--- src/rtl/one_button_dimmer_fsm_top_defines.svh ---
// Assertion macros for the one-button dimmer RTL.
// Each macro expects clk and rst_n in scope and takes a label, an
// antecedent, a consequent and a message string.
`ifndef ONE_BUTTON_DIMMER_FSM_TOP_DEFINES_SVH
`define ONE_BUTTON_DIMMER_FSM_TOP_DEFINES_SVH

// Same-cycle implication.
`define OBD_ASSERT_NOW(lbl, ante, cons, msg) \
    lbl: assert property (@(posedge clk) disable iff (!rst_n) (ante) |-> (cons)) \
        else $error(msg);

// Next-cycle implication.
`define OBD_ASSERT_NEXT(lbl, ante, cons, msg) \
    lbl: assert property (@(posedge clk) disable iff (!rst_n) (ante) |=> (cons)) \
        else $error(msg);

`endif

--- src/rtl/obd_pkg.sv ---
// ----------------------------------------------------------------------------
// obd_pkg
// Shared types, codes and reset values for the one-button dimmer.
// ----------------------------------------------------------------------------
`timescale 1ns / 1ps
`default_nettype none

package obd_pkg;

    localparam int CNT_W   = 8;
    localparam int LEVEL_W = 4;
    localparam int MODE_W  = 3;
    localparam int IDX_W   = 3;
    localparam int DATA_W  = 8;

    // Mode codes as seen on the result channel
    localparam logic [MODE_W-1:0] CODE_DOWN = 3'd0;
    localparam logic [MODE_W-1:0] CODE_UP   = 3'd1;
    localparam logic [MODE_W-1:0] CODE_FALL = 3'd2;
    localparam logic [MODE_W-1:0] CODE_MIN  = 3'd3;
    localparam logic [MODE_W-1:0] CODE_RISE = 3'd4;
    localparam logic [MODE_W-1:0] CODE_MAX  = 3'd5;

    // Register reset values
    localparam logic [CNT_W-1:0]   RST_LONG_PRESS = 8'd10;
    localparam logic [CNT_W-1:0]   RST_STEP       = 8'd10;
    localparam logic [CNT_W-1:0]   RST_PULSE      = 8'd2;
    localparam logic [CNT_W-1:0]   RST_BLINK      = 8'd1;
    localparam logic [LEVEL_W-1:0] RST_LEVEL_STEPS = 4'd5;

    localparam logic [CNT_W-1:0] CNT_MAX = {CNT_W{1'b1}};

    // Configuration register indexes
    typedef enum logic [IDX_W-1:0] {
        REG_LONG_PRESS  = 3'd0,
        REG_STEP        = 3'd1,
        REG_PULSE       = 3'd2,
        REG_BLINK       = 3'd3,
        REG_LEVEL_STEPS = 3'd4
    } reg_idx_t;

    // Dimmer mode, one-hot
    typedef enum logic [5:0] {
        MODE_DOWN = 6'b000001,
        MODE_UP   = 6'b000010,
        MODE_FALL = 6'b000100,
        MODE_MIN  = 6'b001000,
        MODE_RISE = 6'b010000,
        MODE_MAX  = 6'b100000
    } mode_t;

    typedef struct packed {
        logic [CNT_W-1:0]   long_press;
        logic [CNT_W-1:0]   step;
        logic [CNT_W-1:0]   pulse;
        logic [CNT_W-1:0]   blink;
        logic [LEVEL_W-1:0] level_steps;
    } cfg_t;

    typedef struct packed {
        logic [LEVEL_W-1:0] pwm_level;
        logic               orange_led;
        logic               blue_led;
        logic [MODE_W-1:0]  mode;
    } result_t;

    function automatic logic [MODE_W-1:0] mode_code(input mode_t m);
        logic [MODE_W-1:0] c;
        case (m)
            MODE_DOWN: c = CODE_DOWN;
            MODE_UP:   c = CODE_UP;
            MODE_FALL: c = CODE_FALL;
            MODE_MIN:  c = CODE_MIN;
            MODE_RISE: c = CODE_RISE;
            MODE_MAX:  c = CODE_MAX;
            default:   c = CODE_UP;
        endcase
        return c;
    endfunction

endpackage

`default_nettype wire

--- src/rtl/obd_tick_if.sv ---
// ----------------------------------------------------------------------------
// obd_tick_if
// Tick channel: one beat per time tick with the sampled button level.
// ----------------------------------------------------------------------------
`timescale 1ns / 1ps
`default_nettype none

interface obd_tick_if;
    logic valid;
    logic ready;
    logic button;

    modport source (output valid, output button, input ready);
    modport sink   (input valid, input button, output ready);
endinterface

`default_nettype wire

--- src/rtl/obd_result_if.sv ---
// ----------------------------------------------------------------------------
// obd_result_if
// Result channel: brightness level, indicator LEDs and mode code.
// ----------------------------------------------------------------------------
`timescale 1ns / 1ps
`default_nettype none

interface obd_result_if;
    import obd_pkg::*;

    logic               valid;
    logic               ready;
    logic [LEVEL_W-1:0] pwm_level;
    logic               orange_led;
    logic               blue_led;
    logic [MODE_W-1:0]  mode;

    modport source (output valid, output pwm_level, output orange_led,
                    output blue_led, output mode, input ready);
    modport sink   (input valid, input pwm_level, input orange_led,
                    input blue_led, input mode, output ready);
endinterface

`default_nettype wire

--- src/rtl/obd_cfg.sv ---
// ----------------------------------------------------------------------------
// obd_cfg
// Configuration register file, write-only, indexed writes.
// ----------------------------------------------------------------------------
`timescale 1ns / 1ps
`default_nettype none

module obd_cfg (
    input  wire logic                      clk,
    input  wire logic                      rst_n,
    input  wire logic                      wr_en,
    input  wire logic [obd_pkg::IDX_W-1:0] wr_index,
    input  wire logic [obd_pkg::DATA_W-1:0] wr_data,
    output obd_pkg::cfg_t                  cfg
);
    import obd_pkg::*;

    cfg_t cfg_reg;
    cfg_t cfg_next;

    // Decode the write
    always_comb
    begin
        cfg_next = cfg_reg;
        if (wr_en)
        begin
            case (wr_index)
                REG_LONG_PRESS:  cfg_next.long_press  = wr_data[CNT_W-1:0];
                REG_STEP:        cfg_next.step        = wr_data[CNT_W-1:0];
                REG_PULSE:       cfg_next.pulse       = wr_data[CNT_W-1:0];
                REG_BLINK:       cfg_next.blink       = wr_data[CNT_W-1:0];
                REG_LEVEL_STEPS: cfg_next.level_steps = wr_data[LEVEL_W-1:0];
                default:         cfg_next = cfg_reg;
            endcase
        end
    end

    always_ff @(posedge clk or negedge rst_n)
    begin
        if (!rst_n)
        begin
            cfg_reg.long_press  <= RST_LONG_PRESS;
            cfg_reg.step        <= RST_STEP;
            cfg_reg.pulse       <= RST_PULSE;
            cfg_reg.blink       <= RST_BLINK;
            cfg_reg.level_steps <= RST_LEVEL_STEPS;
        end
        else
        begin
            cfg_reg <= cfg_next;
        end
    end

    assign cfg = cfg_reg;

endmodule

`default_nettype wire

--- src/rtl/obd_core.sv ---
// ----------------------------------------------------------------------------
// obd_core
// Dimmer state and the per-tick update: press timing, mode rules, step
// pulse, level stepping and blink. Produces the post-tick result.
// ----------------------------------------------------------------------------
`timescale 1ns / 1ps
`default_nettype none

`include "one_button_dimmer_fsm_top_defines.svh"

module obd_core (
    input  wire logic     clk,
    input  wire logic     rst_n,
    input  wire logic     step,
    input  wire logic     button,
    input  wire obd_pkg::cfg_t cfg,
    output obd_pkg::result_t res
);
    import obd_pkg::*;

    mode_t              mode_reg, mode_next;
    logic [LEVEL_W-1:0] level_reg, level_next;
    logic               bprev_reg;
    logic [CNT_W-1:0]   press_reg, press_next;
    logic [CNT_W-1:0]   period_reg, period_next;
    logic [CNT_W-1:0]   pulse_reg, pulse_next;
    logic               orange_reg, orange_next;
    logic               blue_reg, blue_next;

    // One tick of update
    always_comb
    begin
        logic  rel;
        logic  is_long;
        logic  below_full;
        logic  nonzero;
        logic  enter;
        logic  can_step;
        mode_t tgt;

        mode_next   = mode_reg;
        level_next  = level_reg;
        press_next  = press_reg;
        period_next = period_reg;
        pulse_next  = pulse_reg;
        orange_next = orange_reg;
        blue_next   = blue_reg;
        can_step    = 1'b0;

        rel = !button && bprev_reg;

        // press timer, restarts on a press edge, saturates
        if (button)
        begin
            if (!bprev_reg)
                press_next = {{(CNT_W-1){1'b0}}, 1'b1};
            else if (press_next != CNT_MAX)
                press_next = press_next + 1'b1;
        end

        is_long    = press_next >= cfg.long_press;
        below_full = level_reg < cfg.level_steps;
        nonzero    = level_reg != '0;

        // mode rules, first match wins
        enter = 1'b0;
        tgt   = mode_reg;
        if (button || rel)
        begin
            enter = 1'b1;
            if (rel && !is_long && mode_reg == MODE_UP)
                tgt = MODE_DOWN;
            else if (rel && !is_long && mode_reg == MODE_DOWN)
                tgt = MODE_UP;
            else if (is_long && mode_reg == MODE_UP && below_full)
                tgt = MODE_RISE;
            else if (is_long && mode_reg == MODE_DOWN && nonzero)
                tgt = MODE_FALL;
            else if (mode_reg == MODE_FALL && button && !nonzero)
                tgt = MODE_MIN;
            else if (mode_reg == MODE_RISE && button && !below_full)
                tgt = MODE_MAX;
            else if (mode_reg == MODE_MAX && !button)
                tgt = MODE_DOWN;
            else if (mode_reg == MODE_MIN && !button)
                tgt = MODE_UP;
            else if (mode_reg == MODE_RISE && !button && below_full)
                tgt = MODE_UP;
            else if (mode_reg == MODE_FALL && !button && nonzero)
                tgt = MODE_DOWN;
            else
                enter = 1'b0;
        end

        // entry actions
        if (enter)
        begin
            mode_next = tgt;
            case (tgt)
                MODE_UP:
                begin
                    orange_next = 1'b0;
                    blue_next   = 1'b1;
                    pulse_next  = '0;
                end
                MODE_DOWN:
                begin
                    orange_next = 1'b1;
                    blue_next   = 1'b0;
                    pulse_next  = '0;
                end
                default:
                begin
                    period_next = '0;
                    if (tgt inside {MODE_MIN, MODE_MAX})
                        pulse_next = '0;
                end
            endcase
        end

        // pending pulse
        if (pulse_next != '0)
        begin
            pulse_next = pulse_next - 1'b1;
            if (pulse_next == '0)
                blue_next = 1'b1;
        end

        // mode action: level step or blink
        case (mode_next)
            MODE_RISE, MODE_FALL:
            begin
                if (period_next != CNT_MAX)
                    period_next = period_next + 1'b1;
                if (period_next >= cfg.step)
                begin
                    period_next = '0;
                    can_step = (mode_next == MODE_RISE) ? below_full : nonzero;
                    if (can_step)
                    begin
                        level_next = (mode_next == MODE_RISE) ? level_reg + 1'b1
                                                              : level_reg - 1'b1;
                        blue_next  = 1'b0;
                        pulse_next = (cfg.pulse == '0) ? {{(CNT_W-1){1'b0}}, 1'b1}
                                                       : cfg.pulse;
                    end
                end
            end
            MODE_MIN, MODE_MAX:
            begin
                if (period_next != CNT_MAX)
                    period_next = period_next + 1'b1;
                if (period_next >= cfg.blink)
                begin
                    period_next = '0;
                    blue_next   = !blue_next;
                end
            end
            default:
            begin
            end
        endcase
    end

    // State registers, advance once per tick beat
    always_ff @(posedge clk or negedge rst_n)
    begin
        if (!rst_n)
        begin
            mode_reg   <= MODE_UP;
            level_reg  <= '0;
            bprev_reg  <= 1'b0;
            press_reg  <= '0;
            period_reg <= '0;
            pulse_reg  <= '0;
            orange_reg <= 1'b0;
            blue_reg   <= 1'b1;
        end
        else if (step)
        begin
            mode_reg   <= mode_next;
            level_reg  <= level_next;
            bprev_reg  <= button;
            press_reg  <= press_next;
            period_reg <= period_next;
            pulse_reg  <= pulse_next;
            orange_reg <= orange_next;
            blue_reg   <= blue_next;
        end
    end

    // Result after this tick
    assign res.pwm_level  = level_next;
    assign res.orange_led = orange_next;
    assign res.blue_led   = blue_next;
    assign res.mode       = mode_code(mode_next);

    // Checks
    `OBD_ASSERT_NOW(a_up_leds, mode_reg == MODE_UP, !orange_reg && blue_reg,
        "up mode LEDs wrong")
    `OBD_ASSERT_NOW(a_down_leds, mode_reg == MODE_DOWN, orange_reg && !blue_reg,
        "down mode LEDs wrong")
    `OBD_ASSERT_NOW(a_pulse_mode, pulse_reg != '0,
        mode_reg == MODE_RISE || mode_reg == MODE_FALL,
        "pulse pending outside rise or fall")
    `OBD_ASSERT_NEXT(a_level_hold,
        !step || !(mode_next == MODE_RISE || mode_next == MODE_FALL),
        $stable(level_reg), "level moved outside rise or fall")

endmodule

`default_nettype wire

--- src/rtl/one_button_dimmer_fsm_top.sv ---
// One-button dimmer controller.
// Channels: tick (sink) carries one beat per time tick with the sampled
// button level; result (source) returns one beat per tick with the
// brightness level, orange and blue LEDs and the mode code.
// Configuration: wr_en/wr_index/wr_data write one of five registers per
// cycle (long press, step, pulse, blink periods and level steps); write
// only while no tick is in flight.
// Path: an accepted tick is held in the input register, then the core update
// writes its result into the result register, where it can be taken.
// Throughput: one tick per cycle while result is not back-pressured; the
// state update lies between the input register and the result register.
// Stall: when result is not taken, the result register holds and the
// input register keeps one more tick; tick.ready drops once both are full.
// Reset: mode up, level 0, orange off, blue on, counters cleared,
// registers at their defaults; both pipeline registers empty.
// ----------------------------------------------------------------------------
// one_button_dimmer_fsm_top
// Top level: input register, dimmer core, result register, config port.
// ----------------------------------------------------------------------------
`timescale 1ns / 1ps
`default_nettype none

module one_button_dimmer_fsm_top (
    input  wire logic                       clk,
    input  wire logic                       rst_n,
    input  wire logic                       wr_en,
    input  wire logic [obd_pkg::IDX_W-1:0]  wr_index,
    input  wire logic [obd_pkg::DATA_W-1:0] wr_data,
    obd_tick_if.sink                        tick,
    obd_result_if.source                    result
);
    import obd_pkg::*;

    cfg_t    cfg;
    result_t core_res;
    result_t res_reg;
    logic    in_v_reg, in_v_next;
    logic    btn_reg;
    logic    res_v_reg, res_v_next;
    logic    adv;
    logic    fire;

    obd_cfg u_cfg (
        .clk      (clk),
        .rst_n    (rst_n),
        .wr_en    (wr_en),
        .wr_index (wr_index),
        .wr_data  (wr_data),
        .cfg      (cfg)
    );

    obd_core u_core (
        .clk    (clk),
        .rst_n  (rst_n),
        .step   (fire),
        .button (btn_reg),
        .cfg    (cfg),
        .res    (core_res)
    );

    // Handshake
    assign adv        = !res_v_reg || result.ready;
    assign fire       = in_v_reg && adv;
    assign tick.ready = !in_v_reg || adv;

    always_comb
    begin
        in_v_next = in_v_reg;
        if (tick.valid && tick.ready)
            in_v_next = 1'b1;
        else if (fire)
            in_v_next = 1'b0;

        res_v_next = res_v_reg;
        if (fire)
            res_v_next = 1'b1;
        else if (result.ready)
            res_v_next = 1'b0;
    end

    // Valid flags
    always_ff @(posedge clk or negedge rst_n)
    begin
        if (!rst_n)
        begin
            in_v_reg  <= 1'b0;
            res_v_reg <= 1'b0;
        end
        else
        begin
            in_v_reg  <= in_v_next;
            res_v_reg <= res_v_next;
        end
    end

    // Payload registers
    always_ff @(posedge clk)
    begin
        if (tick.valid && tick.ready)
            btn_reg <= tick.button;
        if (fire)
            res_reg <= core_res;
    end

    assign result.valid      = res_v_reg;
    assign result.pwm_level  = res_reg.pwm_level;
    assign result.orange_led = res_reg.orange_led;
    assign result.blue_led   = res_reg.blue_led;
    assign result.mode       = res_reg.mode;

endmodule

`default_nettype wire

--- src/flat_wrapper.sv ---
// flat-port wrapper written by rule: the top's interface ports become plain ports
module one_button_dimmer_fsm_top_flat import obd_pkg::*;
  (clk, rst_n, wr_en, wr_index, wr_data, tick_valid, tick_button, tick_ready, result_valid, result_pwm_level, result_orange_led, result_blue_led, result_mode, result_ready);
  obd_tick_if tick_i ();
  obd_result_if result_i ();
  input  wire logic clk;
  input  wire logic rst_n;
  input  wire logic wr_en;
  input  wire logic [obd_pkg::IDX_W-1:0] wr_index;
  input  wire logic [obd_pkg::DATA_W-1:0] wr_data;
  input wire logic [$bits(tick_i.valid)-1:0] tick_valid;
  input wire logic [$bits(tick_i.button)-1:0] tick_button;
  output wire logic [$bits(tick_i.ready)-1:0] tick_ready;
  output wire logic [$bits(result_i.valid)-1:0] result_valid;
  output wire logic [$bits(result_i.pwm_level)-1:0] result_pwm_level;
  output wire logic [$bits(result_i.orange_led)-1:0] result_orange_led;
  output wire logic [$bits(result_i.blue_led)-1:0] result_blue_led;
  output wire logic [$bits(result_i.mode)-1:0] result_mode;
  input wire logic [$bits(result_i.ready)-1:0] result_ready;
  assign tick_i.valid = tick_valid;
  assign tick_i.button = tick_button;
  assign tick_ready = tick_i.ready;
  assign result_valid = result_i.valid;
  assign result_pwm_level = result_i.pwm_level;
  assign result_orange_led = result_i.orange_led;
  assign result_blue_led = result_i.blue_led;
  assign result_mode = result_i.mode;
  assign result_i.ready = result_ready;
  one_button_dimmer_fsm_top u_core (.clk(clk), .rst_n(rst_n), .wr_en(wr_en), .wr_index(wr_index), .wr_data(wr_data), .tick(tick_i), .result(result_i));
endmodule
--- config.mk ---
export PLATFORM = sky130hd
export DESIGN_NAME = one_button_dimmer_fsm_top_flat
export DESIGN_NICKNAME = d
export VERILOG_FILES = /design/src/rtl/obd_pkg.sv /design/src/rtl/obd_tick_if.sv /design/src/rtl/obd_result_if.sv /design/src/rtl/obd_cfg.sv /design/src/rtl/obd_core.sv /design/src/rtl/one_button_dimmer_fsm_top.sv /design/src/flat_wrapper.sv
export VERILOG_INCLUDE_DIRS = /design/src /design/src/rtl
export SDC_FILE = /design/constraint.sdc
export NUM_CORES = 1
export LEC_CHECK = 0
export BUFFER_PORTS_ARGS = -buffer_cell sky130_fd_sc_hd__buf_4
export CORE_MARGIN = 2
export CORE_UTILIZATION = 50
export CTS_CLUSTER_DIAMETER = 150
export CTS_CLUSTER_SIZE = 12
export DETAILED_ROUTE_END_ITERATION = 7
export PLACE_DENSITY = 0.67
export SLEW_MARGIN = 40
export SYNTH_ARGS = -nofsm -noshare
export SYNTH_HDL_FRONTEND = slang
export SYNTH_SLANG_ARGS = --single-unit
--- constraint.sdc ---
create_clock -name clk -period 14.5 [get_ports clk]
set_clock_uncertainty 0.05 [all_clocks]
set_input_delay 0.725 -clock clk [delete_from_list [all_inputs] [get_ports clk]]
set_output_delay 0.725 -clock clk [all_outputs]
set_load 0.05 [all_outputs]
==> results of run 1 <==
## final cells by class
type                    count  area, um2
multi-input cells         455       3200
clock buffers              10        149
clock inverters             6       72.6
fillers                   961       4740
flip-flops and latches     85       2190
well taps                 140        175
inverters                  33        124
repair buffers             31        234
## power groups by stage
stage                     Sequential (mW)  Clock [mW]  Combinational (mW)
after floorplan                     0.369           0               0.417
after global placement              0.371           0               0.531
after detailed placement            0.373           0               0.544
after CTS                           0.369       0.193               0.548
after global routing                0.379       0.203               0.616
final                               0.370       0.189               0.552
## kinds of logic after synthesis
| kind of cell | after synthesis |
|---|---|
| simple gates | 214 |
| xor+xnor | 26 |
| flops | 85 |
| compound gates | 153 |
| buf+inv | 53 |
| fa+ha+maj | 35 |
| mux | 27 |
## metal layers
layer  track usage  vias to the layer above
met5             0                        -
met4         0.134                        0
met3        0.0415                       40
met2         0.375                      139
met1         0.333                     2214
li1              -                     2205
## cells in the final DEF, fill, tap and decap left out, types with 4 or more instances in the layout
cell type and count:
dfrtp_1 65, a211oi_1 10, nand3_1 16, nor3_1 14, nand2b_1 9, and2_1 6
nor2b_1 6, xnor2_1 9, o21a_1 4, mux2_2 23, nor2_1 38, xor2_1 17
a221o_1 6, nor4_1 6, nand2_1 75, ha_1 34, o21ai_1 5, clkbuf_8 9
a21o_1 10, edfxtp_1 10, and3_1 12, a31oi_1 11, dfstp_2 10, nor4b_1 4
nand4_1 6, a22o_1 4, buf_4 29, inv_1 31, a21oi_1 21, nand3b_1 5
o21ai_0 41
## path summary, 6_finish.rpt
| path | endpoint | start | slack, ns |
|---|---|---|---|
| max | u_core.result.pwm_level[1] | u_core.btn_reg | 5.56 |
| min in group clk | u_core.u_cfg.cfg[11] | u_core.u_cfg.cfg[11] | 0.46 |
| max reg2reg | u_core.result.pwm_level[1] | u_core.btn_reg | 5.56 |
| min | u_core.u_core.mode_reg[2] | rst_n | 0.30 |
| max in group asynchronous | u_core.u_core.press_reg[2] | rst_n | 13.60 |
| min reg2reg | u_core.u_cfg.cfg[11] | u_core.u_cfg.cfg[11] | 0.46 |
==> reports/qor.yml, run 1 <==
outcome:
  outcome: "complete, no violations"
global_routing:
  antenna_found_initial: 0
  grt_max_degree: 76
  grt_util_all_layers: 0.246
  grt_overflow: 0
  grt_pass1_wl_mm: 22.5
  grt_pass1_vias: 4555
power:
  p_comb_frac: 0.497
  swShare: 0.432
  p_seq_frac: 0.333
  p_sw_uw: 480
  peakVddDrop_mv: 0.0807
  p_total_mw: 1.11
  p_leak_nw: 2.75
  p_clk_frac: 0.170
  powerDensity_nw_per_um2: 181
  p_int_uw: 631
yosys:
  synth-simple-area-share: 0.197
  async_reset_ff_frac: 0.882
  yosysMostFrequentCell: "nand2_1"
  synth_top_cell_area_share: 0.291
  ys_seq_elements: 85
  synth_compound_area_frac: 0.196
  synth_nets: 645
  synth_top_family_by_area: "simple AND/OR/NAND/NOR gates"
  synth_xor_area_frac: 0.0408
  yosysUniqueCellTypes: 82
  synthAdderAreaFrac: 0.0798
  synthCells: 593
  synth_common_cells: "nand2_1, dfrtp_1, o21ai_0, nor2_1, ha_1"
  syn_area_um2: 5580
  synth_ff_type: "dfrtp_1"
  synth.area.top_cells: "dfrtp_1, ha_1, edfxtp_1, nand2_1, dfstp_2"
  syn_avg_cell_area_um2: 9.41
  seq_area_frac_synth: 0.392
  synth_top_area_cell: "dfrtp_1"
  yosysWarningCount: 0
  muxShareOfSynthArea: 0.0561
  synth_edf_count: 10
drt:
  routedWlPerCell_um: 17.9
  wl_met2_mm: 6.00
  top_layer_used: "met4"
  wl_mm: 13.6
  drt-initial-drc-count: 286
  via_count: 4598
  viasPerCell: 6.05
  antenna_left: 0
  route.detailed.drc: 0
  dr.pass1.iters: 6
  wl_met1_mm: 6.42
  routed-wl-met3_um: 651
timing:
  slew_violations: 0
  fmax_mhz: 112
  rsz0062_at_grt: "no"
  setup_ws_ns: 5.56
  hold_ws_ns: 0.304
  setup_tns_ns: 0
  relSlewSlack: 0.441
  hold_violations: 0
  finalSetupViolCount: 0
  finalCritPeriodShare: 0.616
  period_needed_ns: 8.94
  tightest_slew_ns: 0.837
clock_tree:
  cts_buffer_depth: 2
  cts_root_buf: "clkbuf_8"
  h-tree-depth: 3
  cts_buffers: 9
  cts_setup_buffers: 0
  clkLatencyLatePin_ns: 0.38
  clkSinkCount: 85
  cts_tree: "done"
  ctsHoldBuffers: 0
  cts.clk_slew.worst_paths_ns: 0.10
  ctsResizeCount: 0
die:
  rows: 38
  initial_core_util: 0.513
  ios: 28
  die_x_um: 110
  fp.dieArea_um2: 12000
  coreArea_um2: 10900
  fp.dieH_um: 110
setup_path:
  critPathLaunchType: "flop"
  cpMaxStageDelayCell: "o31ai_1"
  cp_data_required_time_ns: 14.59
  reg2reg_depth: 31
  path_max_fanout: 16
  cp.depth: 31
  arrival_ns: 9.03
  critical_path_class: "flop to flop"
  path_buf_inv: 1
  cp-end-kind: "flop"
  slowest_delay_ns: 0.70
  cp_top_family: "compound AO/OA/AOI/OAI gates"
placed_design:
  placed_area_um2: 5920
  pre_cts_slack_ns: 5.49
  numPlacedInstances: 743
  routabilityCongestion: 0.909
  dp_hpwl_mm: 9.99
  numPortBuffers: 27
job:
  drv_cap: 0
worst_hold_path:
  holdCritPathClass: "primary input to asynchronous set/reset pin"
finish:
  largest_reg_flops: 36
  areaGrowthSynthToFinish_pct: 10.2
  drive_above_1_share: 0.169
  final_design_area_no_fill_um2: 6150
  fin_nets: 667
  finalNonFillerCells: 760
  post-route-util: 0.565
  antenna_cells: 0
No activity file was read; power rests on OpenSTA's default activity.
==> run 2, diff against run 1 <==
clock period = 8.3 ns   (was 14.5 ns; I/O delays follow)
==> reports/qor.yml, run 2 (synthesis gave the netlist of run 1 again) <==
outcome:
  outcome: "complete, no violations"
drt:
  drt-initial-drc-count: 344
  routedWlPerCell_um: 17.8
  viasPerCell: 6.03
  route.detailed.drc: 0
  wl_mm: 13.7
  antenna_left: 0
  via_count: 4630
  dr.pass1.iters: 6
timing:
  tightest_slew_ns: 0.923
  period_needed_ns: 7.80
  finalCritPeriodShare: 0.940
  slew_violations: 0
  hold_ws_ns: 0.146
  hold_violations: 0
  fmax_mhz: 128
  setup_tns_ns: 0
  relSlewSlack: 0.378
  rsz0062_at_grt: "no"
  finalSetupViolCount: 0
setup_path:
  cp_data_required_time_ns: 8.40
  critPathLaunchType: "flop"
  slowest_delay_ns: 0.47
  cpMaxStageDelayCell: "a2111oi_2"
  cp-startpoint: "u_core.u_core.press_reg[0]"
  critical_path_class: "flop to flop"
  cp-end-kind: "flop"
  path_max_fanout: 10
  arrival_ns: 7.90
  r2r-start: "u_core.u_core.press_reg[0]"
die:
  die_x_um: 110
  ios: 28
  coreArea_um2: 10900
  initial_core_util: 0.513
  rows: 38
  fp.dieH_um: 110
  fp.dieArea_um2: 12000
finish:
  layout_commonest_cell: "nand2_1"
  largest_reg_flops: 36
  antenna_cells: 0
  final_design_area_no_fill_um2: 6240
  final_cell_mix: "nand2_1, dfrtp_1, o21ai_0"
  drive_above_1_share: 0.189
  areaGrowthSynthToFinish_pct: 11.8
  fin_nets: 675
placed_design:
  numPortBuffers: 27
  placed_area_um2: 5950
  dp_hpwl_mm: 9.81
  routabilityCongestion: 0.920
global_routing:
  grt_pass1_wl_mm: 22.1
  antenna_found_initial: 0
  grt_pass1_vias: 4315
  grt_util_all_layers: 0.242
  grt_overflow: 0
  grt_max_degree: 76
clock_tree:
  clkLatencyLatePin_ns: 0.39
  clkSinkCount: 85
  cts_buffer_depth: 2
  cts_tree: "done"
  cts.clk_slew.worst_paths_ns: 0.10
  h-tree-depth: 3
  cts_buffers: 9
  cts_root_buf: "clkbuf_8"
power:
  powerDensity_nw_per_um2: 310
  peakVddDrop_mv: 0.147
  p_leak_nw: 2.78
worst_hold_path:
  worstHoldStart: "tick_button"
  holdCritPathClass: "primary input to flop"
job:
  drv_cap: 0
==> run 2: changes by cell type in the layout (fill, tap and decap cells not counted), sizes merged <==
cell         change
clkbuf           -1
bufinv           -1
buf              +7
dlygate4sd3      +1
inv              +1
clkinv           +2
clkinvlp         -1
==> run 2: final timing paths <==
| kind | depth (start not counted) | endpoint | slack, ns |
|---|---|---|---|
| max | 34 | u_core.result.pwm_level[1] | 0.50 |
| min | 1 | u_core.btn_reg | 0.15 |
| max reg2reg | 34 | u_core.result.pwm_level[1] | 0.50 |
| min reg2reg | 1 | u_core.u_cfg.cfg[10] | 0.46 |
| max in group asynchronous | 2 | u_core.u_cfg.cfg[22] | 7.15 |
| min in group asynchronous | 2 | u_core.u_core.mode_reg[3] | 0.56 |
==> run 2: repair_timing <==
item	CTS	global route
gates resized for setup	2	9
setup buffers	2	0
setup endpoints to repair	26	26
hold buffers	1	0
endpoints found under the hold margin	10	0
pin swaps	0	1
==> run 2: metal layers <==
metal  global-route usage  vias to the layer above  share of wire
met4               0.0841                        0          0.020
met2                0.361                      155           0.46
li1                     -                     2222              -
met1                0.348                     2229           0.47
met3               0.0539                       24          0.057
met5                    0                        -              0
==> run 2: final cells by class <==
| cell class | count | area [um2] |
|---|---|---|
| fillers | 958 | 4650 |
| multi-input cells | 455 | 3260 |
| flip-flops and latches | 85 | 2190 |
| repair buffers | 39 | 297 |
| well taps | 140 | 175 |
| clock buffers | 9 | 124 |
| inverters | 33 | 124 |
| clock inverters | 7 | 73.8 |
==> run 2: critical path, delay by kind of cell, from the launching register on <==
kind	cells	cell delay (ns)
AOI/OAI and AO/OA	11	2.69
xor gates and xnor gates	2	0.44
adders and majority gates	4	0.88
buffers and inverters	2	0.35
DFF	1	0.40
muxes	2	0.53
and+or+nand+nor	13	2.22
==> run 2: report_power, final <==
part | switching, mW | total, mW | leakage, nW | internal, mW
combinational | 0.577 | 0.997 | 1.66 | 0.420
sequential | 0.104 | 0.641 | 1.02 | 0.537
clock | 0.178 | 0.296 | 0.101 | 0.118
total | 0.859 | 1.93 | 2.78 | 1.08
==> run 2: metrics by stage <==
| step | setup slack (ns) | util | total power, mW | cells |
|---|---|---|---|---|
| floorplan | 0.378 | - | 1.37 | 593 |
| global placement | 0.0423 | 0.546 | 1.59 | 748 |
| detailed placement | -0.304 | 0.547 | 1.61 | 748 |
| CTS | 0.0325 | 0.568 | 1.92 | 767 |
| global route | 0.0442 | 0.573 | 2.09 | 768 |
| finish | 0.496 | 0.573 | 1.93 | 768 |
==> run 3, diff against run 2 <==
PLACE_DENSITY = 0.7   (was 0.67)
SLEW_MARGIN = default   (was 40)
clock period = 6.75 ns   (was 8.3 ns; I/O delays follow)
==> reports/qor.yml, run 3 (synthesis gave the netlist of run 1 again) <==
setup_path:
  path_buf_inv: 3
  cp_data_required_time_ns: 6.84
  regToRegSetupSlack_ns: -0.01
  cpMaxStageDelayCell: "a2111oi_4"
  critical_path_class: "flop to flop"
  arrival_ns: 6.85
  cpMostUsedCell: "a21o_1"
  slowest_delay_ns: 0.41
  path_max_fanout: 4
  critPathLaunchType: "flop"
  cp_top_family: "compound AO/OA/AOI/OAI gates"
  r2r-start: "u_core.u_core.press_reg[0]"
  reg2reg_depth: 34
  cp-end-kind: "flop"
  r2r-end: "u_core.result.pwm_level[2]"
timing:
  fmax_mhz: 148
  slew_violations: 0
  rsz0062_at_grt: "yes"
  setup_ws_ns: -0.00969
  tightest_slew_ns: 1.23
  finalSetupViolCount: 1
  hold_violations: 0
  finalCritPeriodShare: 1.00
  period_needed_ns: 6.76
  relSlewSlack: 0.178
placed_design:
  dp_hpwl_mm: 10.3
  placed_area_um2: 6270
  routabilityCongestion: 0.984
  numPortBuffers: 27
power:
  p_clk_frac: 0.172
  swShare: 0.416
  p_seq_frac: 0.288
  p_total_mw: 2.73
  peakVddDrop_mv: 0.303
  p_sw_mw: 1.13
  p_leak_nw: 3.09
  p_comb_frac: 0.540
  p_int_mw: 1.59
  powerDensity_nw_per_um2: 395
drt:
  wl_mm: 14.8
  routedWlPerCell_um: 18.1
  route.detailed.drc: 0
  dr.pass1.iters: 5
  via_count: 4872
  viasPerCell: 5.97
  antenna_left: 0
  drt-initial-drc-count: 305
die:
  fp.dieH_um: 110
  fp.dieArea_um2: 12000
  initial_core_util: 0.513
  die_x_um: 110
  ios: 28
  coreArea_um2: 10900
  rows: 38
clock_tree:
  h-tree-depth: 3
  clkLatencyLatePin_ns: 0.38
  clkSinkCount: 85
  cts.clk_slew.worst_paths_ns: 0.08
  cts_buffer_depth: 2
  cts_root_buf: "clkbuf_8"
  cts_buffers: 9
  cts_tree: "done"
global_routing:
  grt_max_degree: 76
  grt_pass1_wl_mm: 23.8
  grt_overflow: 0
  grt_pass1_vias: 4668
  antenna_found_initial: 0
  grt_util_all_layers: 0.261
outcome:
  outcome: "complete, but fails checks"
  failed_checks: "setup timing"
finish:
  layout_commonest_cell: "buf_4"
  antenna_cells: 0
  n_fill_cell: 868
  largest_reg_flops: 36
  areaGrowthSynthToFinish_pct: 23.9
  drive_above_1_share: 0.286
  final_cell_mix: "buf_4, nand2_1, dfrtp_1"
  final_design_area_no_fill_um2: 6910
  fin_nets: 723
job:
  drv_cap: 0
worst_hold_path:
  holdCritPathClass: "primary input to asynchronous set/reset pin"
==> run 3: changes by cell type in the layout (fill, tap and decap cells not counted), moves of 4 or more <==
| cell | before | now |
|---|---|---|
| buf_6 | 1 | 5 |
| a21oi_1 | 21 | 17 |
| o21ai_0 | 42 | 37 |
| a21oi_2 | 0 | 4 |
| buf_4 | 36 | 82 |
| o21ai_2 | 0 | 4 |
==> run 3: worst register-to-register path: cells and delay by family (launching register included) <==
family          cells  cell delay, ns
simple gates       12            1.36
mux                 3            0.66
flops               1            0.40
buf+inv             3            0.46
xor+xnor            1            0.18
compound gates     11            2.45
fa+ha+maj           4            0.98
==> run 3: layer usage <==
metal	track usage	part of all wire	wire, um
met1	0.344	0.45	6620
met2	0.425	0.48	7140
met3	0.0545	0.047	691
met4	0.0931	0.024	362
met5	0	0	0
==> run 3: cell type report <==
class	count	area, um2	area share
inverter	33	124	0.0179
timing repair buffer	87	672	0.0972
tap	140	175	0.0253
multi-input combinational	455	3490	0.505
clock buffer	13	170	0.0246
clock inverter	3	90.1	0.0130
sequential	85	2190	0.317
==> run 3: worst max-delay path by stage <==
stage                                     startpoint                         end  slack, ns  cells past startpoint
after global placement    u_core.u_core.press_reg[0]  u_core.result.pwm_level[2]       0.09                     34
after floorplan           u_core.u_core.press_reg[0]  u_core.result.pwm_level[1]       0.02                     33
final                     u_core.u_core.press_reg[0]  u_core.result.pwm_level[2]      -0.01                     34
after detailed placement  u_core.u_core.press_reg[0]  u_core.result.pwm_level[2]      -0.14                     34
after global routing      u_core.u_core.press_reg[0]  u_core.result.pwm_level[2]      -0.28                     34
after CTS                 u_core.u_core.press_reg[1]  u_core.result.pwm_level[2]     0.0009                     33
==> run 3: repair_timing <==
item / in CTS / in global routing
setup buffers: 9 / 12
pin swaps: 24 / 31
setup endpoints to repair: 21 / 26
gates cloned: 0 / 1
hold endpoints to repair: 0 / 0
hold buffers: 0 / 0
resized for setup: 22 / 26
==> run 3: power groups by stage <==
stage | Combinational (mW) | Clock [mW] | Sequential, mW
final | 1.47 | 0.469 | 0.786
after global routing | 1.61 | 0.502 | 0.802
after CTS | 1.37 | 0.480 | 0.782
after detailed placement | 1.29 | 0 | 0.790
after global placement | 1.25 | 0 | 0.784
after floorplan | 0.927 | 0 | 0.793
==> run 3: metrics by stage <==
stage | hold slack [ns] | instances | util | TNS, ns | worst slack (ns)
floorplan | -0.00809 | 593 | - | 0 | 0.0202
global placement | 0.441 | 778 | 0.576 | 0 | 0.0906
detailed placement | 0.446 | 778 | 0.576 | -1.71 | -0.144
CTS | 0.0573 | 803 | 0.614 | 0 | 0.000864
global route | 0.0530 | 816 | 0.635 | -5.40 | -0.281
finish | 0.00737 | 816 | 0.635 | -0.00969 | -0.00969
